$ cat config.mk
export PLATFORM = sky130hd
export DESIGN_NAME = tehal_mem
export DESIGN_NICKNAME = d
export VERILOG_FILES = /design/src/hdl/tehal_pkg.sv /design/src/hdl/tehal_mem.sv
export SDC_FILE = /design/constraint.sdc
export NUM_CORES = 2
export LEC_CHECK = 0
export BUFFER_PORTS_ARGS = -buffer_cell sky130_fd_sc_hd__buf_4
export CAP_MARGIN = 15
export CORE_ASPECT_RATIO = 1.5
export CORE_MARGIN = 1.5
export CORE_UTILIZATION = 32
export CTS_CLUSTER_DIAMETER = 150
export DETAILED_ROUTE_END_ITERATION = 16
export PLACE_DENSITY_LB_ADDON = 0.2
export SYNTH_ARGS = -nofsm -noshare
export SYNTH_HDL_FRONTEND = slang
export SYNTH_SLANG_ARGS = --single-unit
$ cat constraint.sdc
create_clock -name i_clk -period 4.45 [get_ports i_clk]
set_input_delay 0.89 -clock i_clk [delete_from_list [all_inputs] [get_ports i_clk]]
set_output_delay 0.89 -clock i_clk [all_outputs]
set_load 0.05 [all_outputs]
$ cat src/hdl/tehal_pkg.sv
package tehal_pkg;

    localparam int OP_W   = 3;
    localparam int ADDR_W = 23;
    localparam int ST_W   = 3;
    localparam int CNT_W  = 8;

    localparam logic [OP_W-1:0] OP_MARK    = 3'd0;
    localparam logic [OP_W-1:0] OP_P_ALLOC = 3'd1;
    localparam logic [OP_W-1:0] OP_P_RESET = 3'd2;
    localparam logic [OP_W-1:0] OP_T_ALLOC = 3'd3;
    localparam logic [OP_W-1:0] OP_T_FREE  = 3'd4;
    localparam logic [OP_W-1:0] OP_T_CHECK = 3'd5;

    localparam logic [ST_W-1:0] ST_OK       = 3'd0;
    localparam logic [ST_W-1:0] ST_SPACE    = 3'd1;
    localparam logic [ST_W-1:0] ST_FULL     = 3'd2;
    localparam logic [ST_W-1:0] ST_BADRESET = 3'd3;
    localparam logic [ST_W-1:0] ST_NOTFOUND = 3'd4;
    localparam logic [ST_W-1:0] ST_LIVE     = 3'd5;

    // decision of the combinational evaluator for one request
    typedef struct packed {
        logic [ST_W-1:0] status;
        logic            push;  // append new top offset to the live table
        logic            scan;  // temporary free: walk the live table
    } t_eval_flags;

endpackage

$ cat src/hdl/tehal_mem.sv
module tehal_mem import tehal_pkg::*; #(
    parameter int W     = 24,
    parameter int DEPTH = 128,
    parameter int AW    = 7
) (
    input  logic          i_clk,
    input  logic          i_we,
    input  logic [AW-1:0] i_waddr,
    input  logic [W-1:0]  i_wdata,
    input  logic          i_re,
    input  logic [AW-1:0] i_raddr_a,
    input  logic [AW-1:0] i_raddr_b,
    output logic [W-1:0]  o_rdata_a,
    output logic [W-1:0]  o_rdata_b
);

    logic [W-1:0] r_mem [DEPTH];
    logic [W-1:0] r_rdata_a;
    logic [W-1:0] r_rdata_b;

    always_ff @(posedge i_clk) begin
        if (i_we) begin
            r_mem[i_waddr] <= i_wdata;
        end
    end

    always_ff @(posedge i_clk) begin
        if (i_re) begin
            r_rdata_a <= r_mem[i_raddr_a];
            r_rdata_b <= r_mem[i_raddr_b];
        end
    end

    assign o_rdata_a = r_rdata_a;
    assign o_rdata_b = r_rdata_b;

endmodule

; Word-level counts from Yosys, hierarchy flattened
; Memory sizes are Yosys's and may differ from the RTL's. A register that Yosys moved wholly into a read port is not among the register bits.
; Cells that the tools add are included.
[op_classes]
addsub = 0
n_mul = 0
div = 0
order_cmp = 0
n_eq_ne = 0
shifts = 0
muxes = 2
bitwise_logic = 0
n_reduce_logical = 0
[ops]
columns = cell, n
row1 = 1-bit 2-to-1 mux, 2
[totals]
regBits = 0
latchBits = 0
mem_bits_rw = 3072
romBits = 0
inputBits = 48
out_inout_bits = 48
word_cells = 3
memories = 1
[mem_list]
columns = memory, depth, word_bits, read_ports, rd_clocked_by_memory_dff, write_ports, line_no
row1 = r_mem, 128, 24, 2, 2, 1, tehal_mem.sv:17  ; logic [W-1:0] r_mem [DEPTH];

; Depth between registers and ports, before layout
[depth]
ltp_word = 2
mapped_depth = 8
ltp_nobuf = 4

; Worst setup path before layout
; OpenSTA, ideal clock, no wires.
[synth_path]
path_kind = input -> register
start = input port i_raddr_b[0]
end = register r_rdata_b[0], in the netlist o_rdata_b[0] (read register of r_mem) (data pin)
setup_ns = 0.260
t_arrival_ns = 3.443
required_time_ns = 4.190
slack_ns = 0.747
cell_stages = 7
path_cell_list = clkbuf_1 > buf_2 > buf_1 > mux4_2 > mux4_2 > mux4_2 > mux2_2
[synth_lines]
columns = item, line_no
row1 = "start, declared", tehal_mem.sv:12  ; input logic [AW-1:0] i_raddr_b,
row2 = "end, declared", tehal_mem.sv:19  ; logic [W-1:0] r_rdata_b;

==> summary.md <==
| Metric | Value |
|---|---|
| RR Endpoint | o_rdata_b[12] |
| CP required | 5.12 ns |
| Layout cells sized above 1 | 49.4% |
| Final setup viols | 0 |
| Yosys cell types | 16 |
| Mapped cell area | 142000 um2 |
| Hold Crit Class | input pin to flip-flop |
| Die W | 547 um |
| R2R depth | 4 |
| Hold Crit Depth | 1 |
| Vias | 74410 |
| Htree depth | 5 |
| Hold_sp | i_wdata[11] |
| Logic pwr share | 9.7% |
| Crit path arrival time | 4.05 ns |
| Nets | 6299 |
| Hold WS | 0.369 ns |
| Clock latency on the worst-skew pair | 0.95 ns |
| CORE AREA | 442000 um2 |
| Post_cts resized | 0 |
| Maximum fanout along the worst path | 45 |
| Max-slew headroom | 20.9% |
| CTS max path bufs | 4 |
| Root Buffer | clkbuf_16 |
| Largest net degree at the start of global routing | 88 |
| Clock Power Share | 40.5% |
| Initial detailed-routing violation count | 8936 |
| FF-to-FF setup slack | 1.59 ns |
| Routed Antenna Nets | 0 |
| Clock sink count | 3120 |
| DRC viols | 0 |
| Max-Cap Viols | 0 |
| Net count after synthesis | 5869 |
| DR WL/cell | 42.2 um |
| Max Transition Viols Final | 0 |
| Crit Path Class | input pin to flip-flop |
| Die ar. | 449000 um2 |
| Sequential share of the synthesized area | 65.9% |
| CTS tree | yes |
| Hold_buf cts | 0 |
| Status | finished clean |
| R2R Path Start | r_mem[62][12] |
| Int Pwr | 49.9 mW |
| Worst setup startpoint | i_raddr_b[0] |
| Yosys reg bits | 3120 |
| Avg Inst Size Synth | 24.4 um2 |
| Worst Setup Start Kind | input pin |
| FMAX | 296 MHz |
| RSZ-0062 raised after global routing | no |
| Slew of the pin with the lowest slew margin | 1.19 ns |
| Leakage power | 49.7 nW |
| Io pins | 96 |
| Initial antenna violation count | 89 |
| Multi-input gate area | 47600 um2 |
| Sw frac | 24.1% |
| First-pass GRT wire length | 711000 um |
| Gr usage total | 23.6% |
| RePlAce Congestion | 0.863 |
| NetSw | 15.8 mW |
| Post-Synthesis Cells | 5821 |
| GRT Residual Overflow | 0 |
| Final Hold Viols | 0 |
| Vias in the first global route | 78153 |
| Power share of the sequential group | 49.8% |
| Sequential Area | 93700 um2 |
| Clock slew at reported path FFs | 0.07 ns |
| DRT Wirelength | 531000 um |
| Pwr/cell area | 397 nW/um2 |
| Total CTS buffers | 312 |
| YS warnings | 0 |
| Drt first pass iters | 5 |
| Tmin final | 3.38 ns |
| Post-route setup TNS | 0 ns |
| Post-CTS Repair Setup Buffers | 0 |
| Fillers | 39636 |
| CP endpoint kind | flip-flop |
| Vias per cell | 5.91 |
| Initial core utilization | 32.2% |
| Ratio of final minimum period to clock period | 76.0% |
| I/O Buffers | 95 |
| Hpwl dp | 340000 um |
| Hold EP | r_mem[58][11] |
| Clock Skews | 0.0608 ns |
| Rows | 299 |
| Die Y | 820 um |
| Worst vdd ir | 0.000272 V |
| P&R area growth vs syn | 16.5% |
## cell families after synthesis
| kind of cell | Yosys count | synth area share [%] |
|---|---|---|
| buf+inv | 467 | 1.36 |
| simple gates | 170 | 0.490 |
| flops | 3120 | 65.9 |
| mux | 2064 | 32.3 |
## layout by cell type (no fill, tap or decap), types with 11 or more instances in the layout
master,netlist,routed
clkbuf_16,0,321
buf_12,0,176
nand2_1,14,11
buf_4,4,399
diode_2,0,245
nor2_4,0,119
clkinv_2,0,48
edfxtp_1,3120,3120
mux4_2,2016,2016
clkbuf_1,247,61
bufinv_16,0,28
clkinvlp_4,0,11
clkinv_1,0,67
mux2_2,48,48
## synthesized netlist by cell type
| cell type | count | share of area, % |
|---|---|---|
| buf_1 | 98 | 0.26 |
| buf_2 | 115 | 0.40 |
| buf_4 | 4 | 0.021 |
| buf_6 | 3 | 0.024 |
| clkbuf_1 | 247 | 0.65 |
| edfxtp_1 | 3120 | 66 |
| mux2_2 | 48 | 0.38 |
| mux4_2 | 2016 | 32 |
| nand2_1 | 14 | 0.037 |
| nand2b_1 | 2 | 0.0088 |
| nand3_1 | 12 | 0.042 |
| nand4_1 | 3 | 0.013 |
| nor2_1 | 122 | 0.32 |
| nor2b_1 | 7 | 0.031 |
| nor3_1 | 9 | 0.032 |
| or3_1 | 1 | 0.0044 |
## final cells by class
cell class                      instances  share of cell area (%)
Sequential cell                      3120                    56.5
Multi-Input combinational cell       2234                    28.7
Clock buffer                          382                    4.98
Tap cell                             5869                    4.43
Timing Repair Buffer                  583                    4.02
Clock inverter                        168                   0.950
Antenna cell                          245                   0.370
## registers in the layout, indices dropped and copies added (netlist names)
signal     cells
r_mem       3072
o_rdata_a     24
o_rdata_b     24
## stage by stage
stage	utilization (%)	area, um2	setup slack, ns	instances	total power [mW]
3_5_place_dp	35.1	155000	0.166	11806	39.8
2_1_floorplan	-	142000	0.747	5821	36.5
5_1_grt	37.5	166000	1.07	12574	67.3
3_3_place_gp	35.1	155000	0.142	11806	39.7
6_report	37.5	166000	1.07	12601	65.7
4_1_cts	37.3	165000	1.15	12356	66.2
## power by group through the flow
stage          Sequential [mW]  Clock, mW  Combinational (mW)
2_1_floorplan             33.4          0                3.07
3_3_place_gp              33.4          0                6.37
3_5_place_dp              33.4          0                6.40
4_1_cts                   32.7       27.1                6.41
5_1_grt                   32.7       28.0                6.50
6_report                  32.7       26.6                6.36
## worst max path at each step
stage	depth (start not counted)	slack, ns	end
2_1_floorplan	7	0.75	o_rdata_b[0]
3_3_place_gp	7	0.14	o_rdata_b[20]
3_5_place_dp	7	0.17	o_rdata_b[20]
4_1_cts	7	1.15	o_rdata_b[20]
5_1_grt	7	1.07	o_rdata_b[20]
6_report	7	1.07	o_rdata_b[15]
## metal layers
| layer | track usage, % | part of all wire [%] | wire length [um] | up-vias |
|---|---|---|---|---|
| li1 | - | - | - | 27782 |
| met1 | 27.1 | 35 | 187000 | 42310 |
| met2 | 41.4 | 52 | 277000 | 3425 |
| met3 | 3.37 | 5.9 | 31200 | 871 |
| met4 | 14.8 | 6.9 | 36400 | 22 |
| met5 | 0 | 0.028 | 147 | - |
## worst max-delay path, cell delays in order
cell	delay, ns
buf_16	0.18
buf_12	0.36
buf_4	0.29
mux4_2	0.54
mux4_2	0.57
mux4_2	0.64
mux2_2	0.37
Note: power is estimated with default switching activity, not from simulation.
