===== config.mk =====
export PLATFORM = sky130hd
export DESIGN_NAME = tehal_eval
export DESIGN_NICKNAME = d
export VERILOG_FILES = /design/src/hdl/tehal_pkg.sv /design/src/hdl/tehal_eval.sv
export SDC_FILE = /design/constraint.sdc
export NUM_CORES = 1
export LEC_CHECK = 0
export ABC_AREA = 1
export BUFFER_PORTS_ARGS = -buffer_cell sky130_fd_sc_hd__clkbuf_2
export CAP_MARGIN = 20
export CORE_MARGIN = 3
export CORE_UTILIZATION = 50
export DETAILED_ROUTE_END_ITERATION = 10
export PLACE_DENSITY_LB_ADDON = 0.1
export RECOVER_POWER = 100
export SLEW_MARGIN = 20
export SYNTH_ARGS = -nofsm -noshare
export SYNTH_HDL_FRONTEND = slang
export SYNTH_SLANG_ARGS = --single-unit

===== constraint.sdc =====
create_clock -name vclk -period 6.9
set_input_delay 1.38 -clock vclk [all_inputs]
set_output_delay 1.38 -clock vclk [all_outputs]
set_load 0.01 [all_outputs]

===== src/hdl/tehal_pkg.sv =====
package tehal_pkg;

    localparam int OP_W   = 3;
    localparam int ADDR_W = 23;
    localparam int ST_W   = 3;
    localparam int CNT_W  = 8;

    localparam logic [OP_W-1:0] OP_MARK    = 3'd0;
    localparam logic [OP_W-1:0] OP_P_ALLOC = 3'd1;
    localparam logic [OP_W-1:0] OP_P_RESET = 3'd2;
    localparam logic [OP_W-1:0] OP_T_ALLOC = 3'd3;
    localparam logic [OP_W-1:0] OP_T_FREE  = 3'd4;
    localparam logic [OP_W-1:0] OP_T_CHECK = 3'd5;

    localparam logic [ST_W-1:0] ST_OK       = 3'd0;
    localparam logic [ST_W-1:0] ST_SPACE    = 3'd1;
    localparam logic [ST_W-1:0] ST_FULL     = 3'd2;
    localparam logic [ST_W-1:0] ST_BADRESET = 3'd3;
    localparam logic [ST_W-1:0] ST_NOTFOUND = 3'd4;
    localparam logic [ST_W-1:0] ST_LIVE     = 3'd5;

    // decision of the combinational evaluator for one request
    typedef struct packed {
        logic [ST_W-1:0] status;
        logic            push;  // append new top offset to the live table
        logic            scan;  // temporary free: walk the live table
    } t_eval_flags;

endpackage


===== src/hdl/tehal_eval.sv =====
module tehal_eval import tehal_pkg::*; #(
    parameter int REGION_BYTES = 4194304,
    parameter int TEMP_SLOTS   = 128,
    parameter int LW           = 24,
    parameter int CW           = 8
) (
    input  logic [OP_W-1:0]   i_op,
    input  logic [ADDR_W-1:0] i_size,
    input  logic [ADDR_W-1:0] i_addr,
    input  logic              i_align,
    input  logic [LW-1:0]     i_bottom,
    input  logic [LW-1:0]     i_top,
    input  logic [CW-1:0]     i_count,
    output logic [LW-1:0]     o_bottom,
    output logic [LW-1:0]     o_top,
    output logic [LW-1:0]     o_result,
    output logic [LW-1:0]     o_target,
    output t_eval_flags       o_flags
);

    localparam int RW   = ADDR_W + 1;
    localparam int SUMW = ((LW > RW) ? LW : RW) + 2;

    logic [LW-1:0]   base;
    logic [RW-1:0]   rounded;
    logic [SUMW-1:0] sum_p;
    logic [SUMW-1:0] sum_t;
    logic [LW-1:0]   top_new;
    logic            space_p;
    logic            space_t;
    logic            addr_over;

    always_comb begin
        base      = i_align ? ((i_bottom + LW'(3)) & ~LW'(3)) : i_bottom;
        rounded   = (RW'(i_size) + RW'(7)) & ~RW'(7);
        sum_p     = SUMW'(base) + SUMW'(i_top) + SUMW'(i_size);
        sum_t     = SUMW'(i_bottom) + SUMW'(i_top) + SUMW'(rounded);
        space_p   = sum_p >= SUMW'(REGION_BYTES);
        space_t   = sum_t >= SUMW'(REGION_BYTES);
        top_new   = i_top + LW'(rounded);
        addr_over = SUMW'(i_addr) > SUMW'(REGION_BYTES);

        o_bottom       = i_bottom;
        o_top          = i_top;
        o_result       = '0;
        o_target       = LW'(REGION_BYTES) - LW'(i_addr);
        o_flags.status = ST_OK;
        o_flags.push   = 1'b0;
        o_flags.scan   = 1'b0;

        unique case (i_op)
            OP_MARK: begin
                o_bottom = base;
                o_result = base;
            end
            OP_P_ALLOC: begin
                if (space_p) begin
                    o_flags.status = ST_SPACE;
                end else begin
                    o_bottom = base + LW'(i_size);
                    o_result = base;
                end
            end
            OP_P_RESET: begin
                if (SUMW'(i_addr) > SUMW'(i_bottom) || addr_over) begin
                    o_flags.status = ST_BADRESET;
                end else begin
                    o_bottom = LW'(i_addr);
                end
            end
            OP_T_ALLOC: begin
                if (space_t) begin
                    o_flags.status = ST_SPACE;
                end else if (i_count >= CW'(TEMP_SLOTS)) begin
                    o_flags.status = ST_FULL;
                end else begin
                    o_top        = top_new;
                    o_result     = LW'(REGION_BYTES) - top_new;
                    o_flags.push = 1'b1;
                end
            end
            OP_T_FREE: begin
                if (addr_over) begin
                    o_flags.status = ST_NOTFOUND;
                end else begin
                    o_flags.scan = 1'b1;
                end
            end
            OP_T_CHECK: begin
                if (i_top != '0) begin
                    o_flags.status = ST_LIVE;
                end
            end
            default: begin
            end
        endcase
    end

endmodule


After elaboration in Yosys (flattened, before gate mapping)
Cells that the tools add are included.
{"block": "totals", "output_inout_bits": 101, "register_bits": 0, "wordCells": 46}
{"block": "op_classes", "n_eq_ne": 5, "n_reduce_logical": 3, "n_lt_le_gt_ge": 5, "muxes": 23, "addsub": 10}
{"op": "24-bit two-way mux", "n": 9}
{"op": "24-bit one-hot mux with 3 select lines", "n": 2}
{"op": "26-bit by 23-bit >= comparator with 1-bit output (second input constant)", "n": 2}
{"op": "24-bit by 24-bit adder with 25-bit output", "n": 2}
{"op": "25-bit by 23-bit adder with 26-bit output", "n": 1}
{"op": "25-bit by 24-bit adder with 26-bit output", "n": 1}
{"op": "23-bit by 3-bit adder with 24-bit output (second input constant)", "n": 1}
{"op": "24-bit by 2-bit adder with 24-bit output (second input constant)", "n": 1}
{"op": "24-bit by 23-bit adder with 24-bit output", "n": 1}
{"op": "24-bit adder", "n": 1}
{"op": "23-bit by 24-bit greater-than comparator with 1-bit output", "n": 1}
{"op": "24-bit nonzero test", "n": 1}
{"op": "23-bit by 23-bit subtractor with 24-bit output (first input constant)", "n": 1}
{"op": "23-bit by 24-bit subtractor with 24-bit output (first input constant)", "n": 1}
{"op": "23-bit greater-than comparator (second input constant)", "n": 1}
{"op": "3-bit one-hot mux with 5 select lines", "n": 1}
{"op": "8-bit >= comparator (second input constant)", "n": 1}
{"op": "3-bit by 2-bit equality test with 1-bit output (second input constant)", "n": 2}
{"op": "3-bit equality test (second input constant)", "n": 2}
{"op": "1-bit two-way mux", "n": 6}
{"op": "2-bit two-way mux", "n": 3}
{"op": "3-bit two-way mux", "n": 2}
{"op": "3-bit by 1-bit equality test with 1-bit output (second input constant)", "n": 1}
{"op": "3-bit logical NOT", "n": 1}
{"op": "1-bit logical OR", "n": 1}

Logic depth before layout (Yosys ltp)
{"block": "logic_depth", "ltp_word": 7, "depth_mapped": 36, "ltp_nobuf": 35}

Worst setup path after synthesis
No wires, ideal clock.
{"block": "synth_path", "path_kind": "in2out", "start": "in i_size[1]", "end": "out o_top[23]", "path_stages": 30, "path_buffers": 1, "t_arrival_ns": 4.948, "required_time_ns": 5.520, "slack_ns": 0.572, "cell_sequence": "inv_2 nand2_1 nor2_1 nor2_4 nand2_2 nor2_4 nand2_2 clkinv_2 nand2_4 nor2_2 nand2_1 nor2_2 nand2_1 nor2_4 nor2_1 nor2_1 inv_1 fa_1 inv_1 ha_1 a21oi_1 o21ai_0 a21oi_1 nand3_1 nand2_1 nand2_1 nor2_1 nand3_2 clkbuf_1 o21ai_0"}
{"block": "synth_between", "elab_chain_len": 5, "word_cells_on_any_way": 7, "cone_classes": "add/sub (3); order compare (1); mux (3)"}
{"item": "start: declaration", "line": "tehal_eval.sv:8", "rtl": "input logic [ADDR_W-1:0] i_size,"}
{"item": "23-bit by 3-bit adder with 24-bit output (*)", "line": "tehal_eval.sv:35", "rtl": "rounded = (RW'(i_size) + RW'(7)) & ~RW'(7);"}
{"item": "25-bit by 24-bit adder with 26-bit output / 24-bit adder (equally long branches)", "line": "tehal_eval.sv:37, tehal_eval.sv:40"}
{"item": "26-bit by 23-bit >= comparator with 1-bit output / 24-bit two-way mux (equally long branches)", "line": "tehal_eval.sv:39, tehal_eval.sv:74"}
{"item": "24-bit two-way mux (*)", "line": "tehal_eval.sv:72", "rtl": "if (space_t) begin"}
{"item": "24-bit two-way mux (*)", "line": "tehal_eval.sv:51", "rtl": "unique case (i_op)"}
{"item": "end: declaration", "line": "tehal_eval.sv:15", "rtl": "output logic [LW-1:0] o_top,"}
Mark *: on every way between the ends. The rest lies on a longest branch, timed or not.

Worst setup path in the final report
{"block": "layout_path", "start": "in i_size[2]", "end": "out o_top[20]"}
The elaborated chain is that of the path after synthesis.

==> flow_summary.ini <==
[worst_setup_path]
cpLargestDelayFamily = simple AND/OR/NAND/NOR gates
cp_max_fo = 29
slowest_delay_ns = 0.51
critical_path_buf_inv_count = 9
crit_type = in2out
start_kind = primary input
crit_arrival_ns = 5.60
endpoint_kind = output pin
slowest_stage = fa_1
cp-startpoint = i_size[2]
cp_common_cell = nor2_4
required_ns = 5.52

[power]
powerDensity_nw_per_um2 = 106
total_leakage_power_nw = 7.41
power_w = 0.00147
peakVddDrop_mv = 0.0990

[sta]
relSlewSlack_pct = 54.7
setup_tns_ns = -0.604
rsz0062_at_grt = true
setup_slack_ns = -0.0826
slew_violations = 0
max_freq_mhz = 143
hold_viol_final = 0
worst_pin_slew_ns = 0.674
setup_viol = 21
period_share_pct = 101
min_period_ns = 6.98

[worst_hold_path]
worstHoldPathType = in2out
hp-start = i_addr[0]
hold_depth = 2
whs_endpoint = o_target[0]

[finish]
seq_area_sq_um = 0
area_delta_synth_final_pct = 32.7
num_antenna_cells = 0
nets = 2445
stdcell_area_sq_um = 13800
num-fill-cells = 1934
n_clock_buffer = 0
numSequentialCells = 0
drive_above_1_share_pct = 25.5

[global_routing]
grt_pass1_wl_um = 68100
grt_pass1_vias = 12587
track_usage_pct = 38.9
antenna_found_initial = 0
grt_start_max_net_pins = 30
grt-ovfl-total = 0

[synth]
netlist_area_sq_um = 10400
yosysTopAreaCell = nand2_1
postSynthCellCount = 1836
yosys-top-cells-count = 552 x nand2_1, 291 x inv_1, 131 x nor2_1, 118 x ha_1, 114 x nand3_1
synth_area_leaders = nand2_1 20%, ha_1 14%, inv_1 10%
syn-num-nets = 2108
yosysSeqAreaShare_pct = 0
ys_types = 54
synth_top_area_share_pct = 19.9
synth.most_common_cell = nand2_1
yosys_warnings = 0
syn_area_per_cell_sq_um = 5.68

[routing]
final_antenna_net_count = 0
firstDrtPassIters = 8
vias = 14066
drtIter0Drc = 1233
routed_wirelength_um = 47600
wl_per_cell_um = 19.5
drc_errors = 0
via_per_inst = 5.76

[place]
post-dp-hpwl_um = 40500
place_area_sq_um = 12700
place_congestion = 1.13
io_buffer_count = 200
place_ws_ns = -0.146

[outcome]
outcome = complete, but fails checks
violations = negative setup slack

[floorplanning]
coreArea_sq_um = 20400
num_rows = 52
die_y_um = 150
start_util_pct = 51.2
io_pins = 207
die_area_sq_um = 22600
die_w_um = 150

[clock_tree]
cts_hold_buf = 0

[job]
max_cap_viol_count = 0
## how the worst max path moves through the flow
| stage | cells past startpoint | slack, ns | end |
|---|---|---|---|
| 2_1_floorplan | 30 | 0.57 | o_top[23] |
| 3_3_place_gp | 30 | -0.11 | o_top[5] |
| 3_5_place_dp | 30 | -0.15 | o_top[6] |
| 4_1_cts | 34 | 0.0002 | o_top[20] |
| 5_1_grt | 29 | -0.33 | o_top[22] |
| 6_report | 28 | -0.08 | o_top[20] |
## timing repair
item / CTS / global route
resized for setup: 18 / 221
setup buffers: 1 / 20
cloned: 0 / 2
pin swaps: 3 / 47
setup endpoints to repair: 44 / 72
## power by group
group	switching (W)	leakage (nW)	internal [W]
Clock	0	0	0
Combinational	0.000916	7.41	0.000555
Sequential	0	0	0
Total	0.000916	7.41	0.000555
## stage by stage
step | util (%) | hold slack, ns | cells
after global routing | 68.0 | 3.01 | 2441
after detailed placement | 62.4 | 2.98 | 2420
after CTS | 62.9 | 2.99 | 2421
after global placement | 62.4 | 2.99 | 2420
final | 68.0 | 2.99 | 2441
after floorplan | - | 2.84 | 1836
## cells in the final DEF, fill, tap and decap left out, types with 14 or more instances in the layout
cell type / n
a21oi_1: 85
nand3_2: 14
o211ai_1: 21
nand2_1: 536
nand3_1: 101
clkbuf_1: 20
buf_2: 22
inv_1: 284
clkbuf_2: 147
nor2_4: 18
ha_4: 18
buf_4: 138
nand2_2: 24
a21o_1: 14
xor2_1: 47
inv_2: 28
nor3_1: 23
nor2_2: 20
fa_1: 47
buf_6: 17
o21ai_1: 18
ha_1: 98
xnor2_1: 20
o21ai_0: 53
nor2_1: 119
nand4_1: 74
nand3b_1: 15
## area by class of cell
cell class	count	area, sq um	share of cell area [%]
Multi-Input combinational cell	1488	9870	71.3
Tap cell	270	338	2.44
Inverter	324	1230	8.90
Timing Repair Buffer	359	2400	17.3
## routing by layer
metal  wire, um  global-route usage [%]  vias to the layer above
met1      18100                    50.4                     6430
met2      21300                    64.2                      805
met4       3330                    18.3                        0
li1           -                       -                     6638
met3       4830                    5.03                      193
met5          0                       0                        -
## cells by family (layout without fill, tap and decap cells)
logic type,Yosys count,count (layout),share of synthesized area [%]
buffers and inverters,348,683,13.0
XOR/XNOR,78,78,6.95
AND/OR/NAND/NOR,1001,1001,43.6
AO/OA/AOI/OAI,243,243,13.1
adder cells (fa/ha/maj),166,166,23.4
Power figures use the tool's default switching activity.
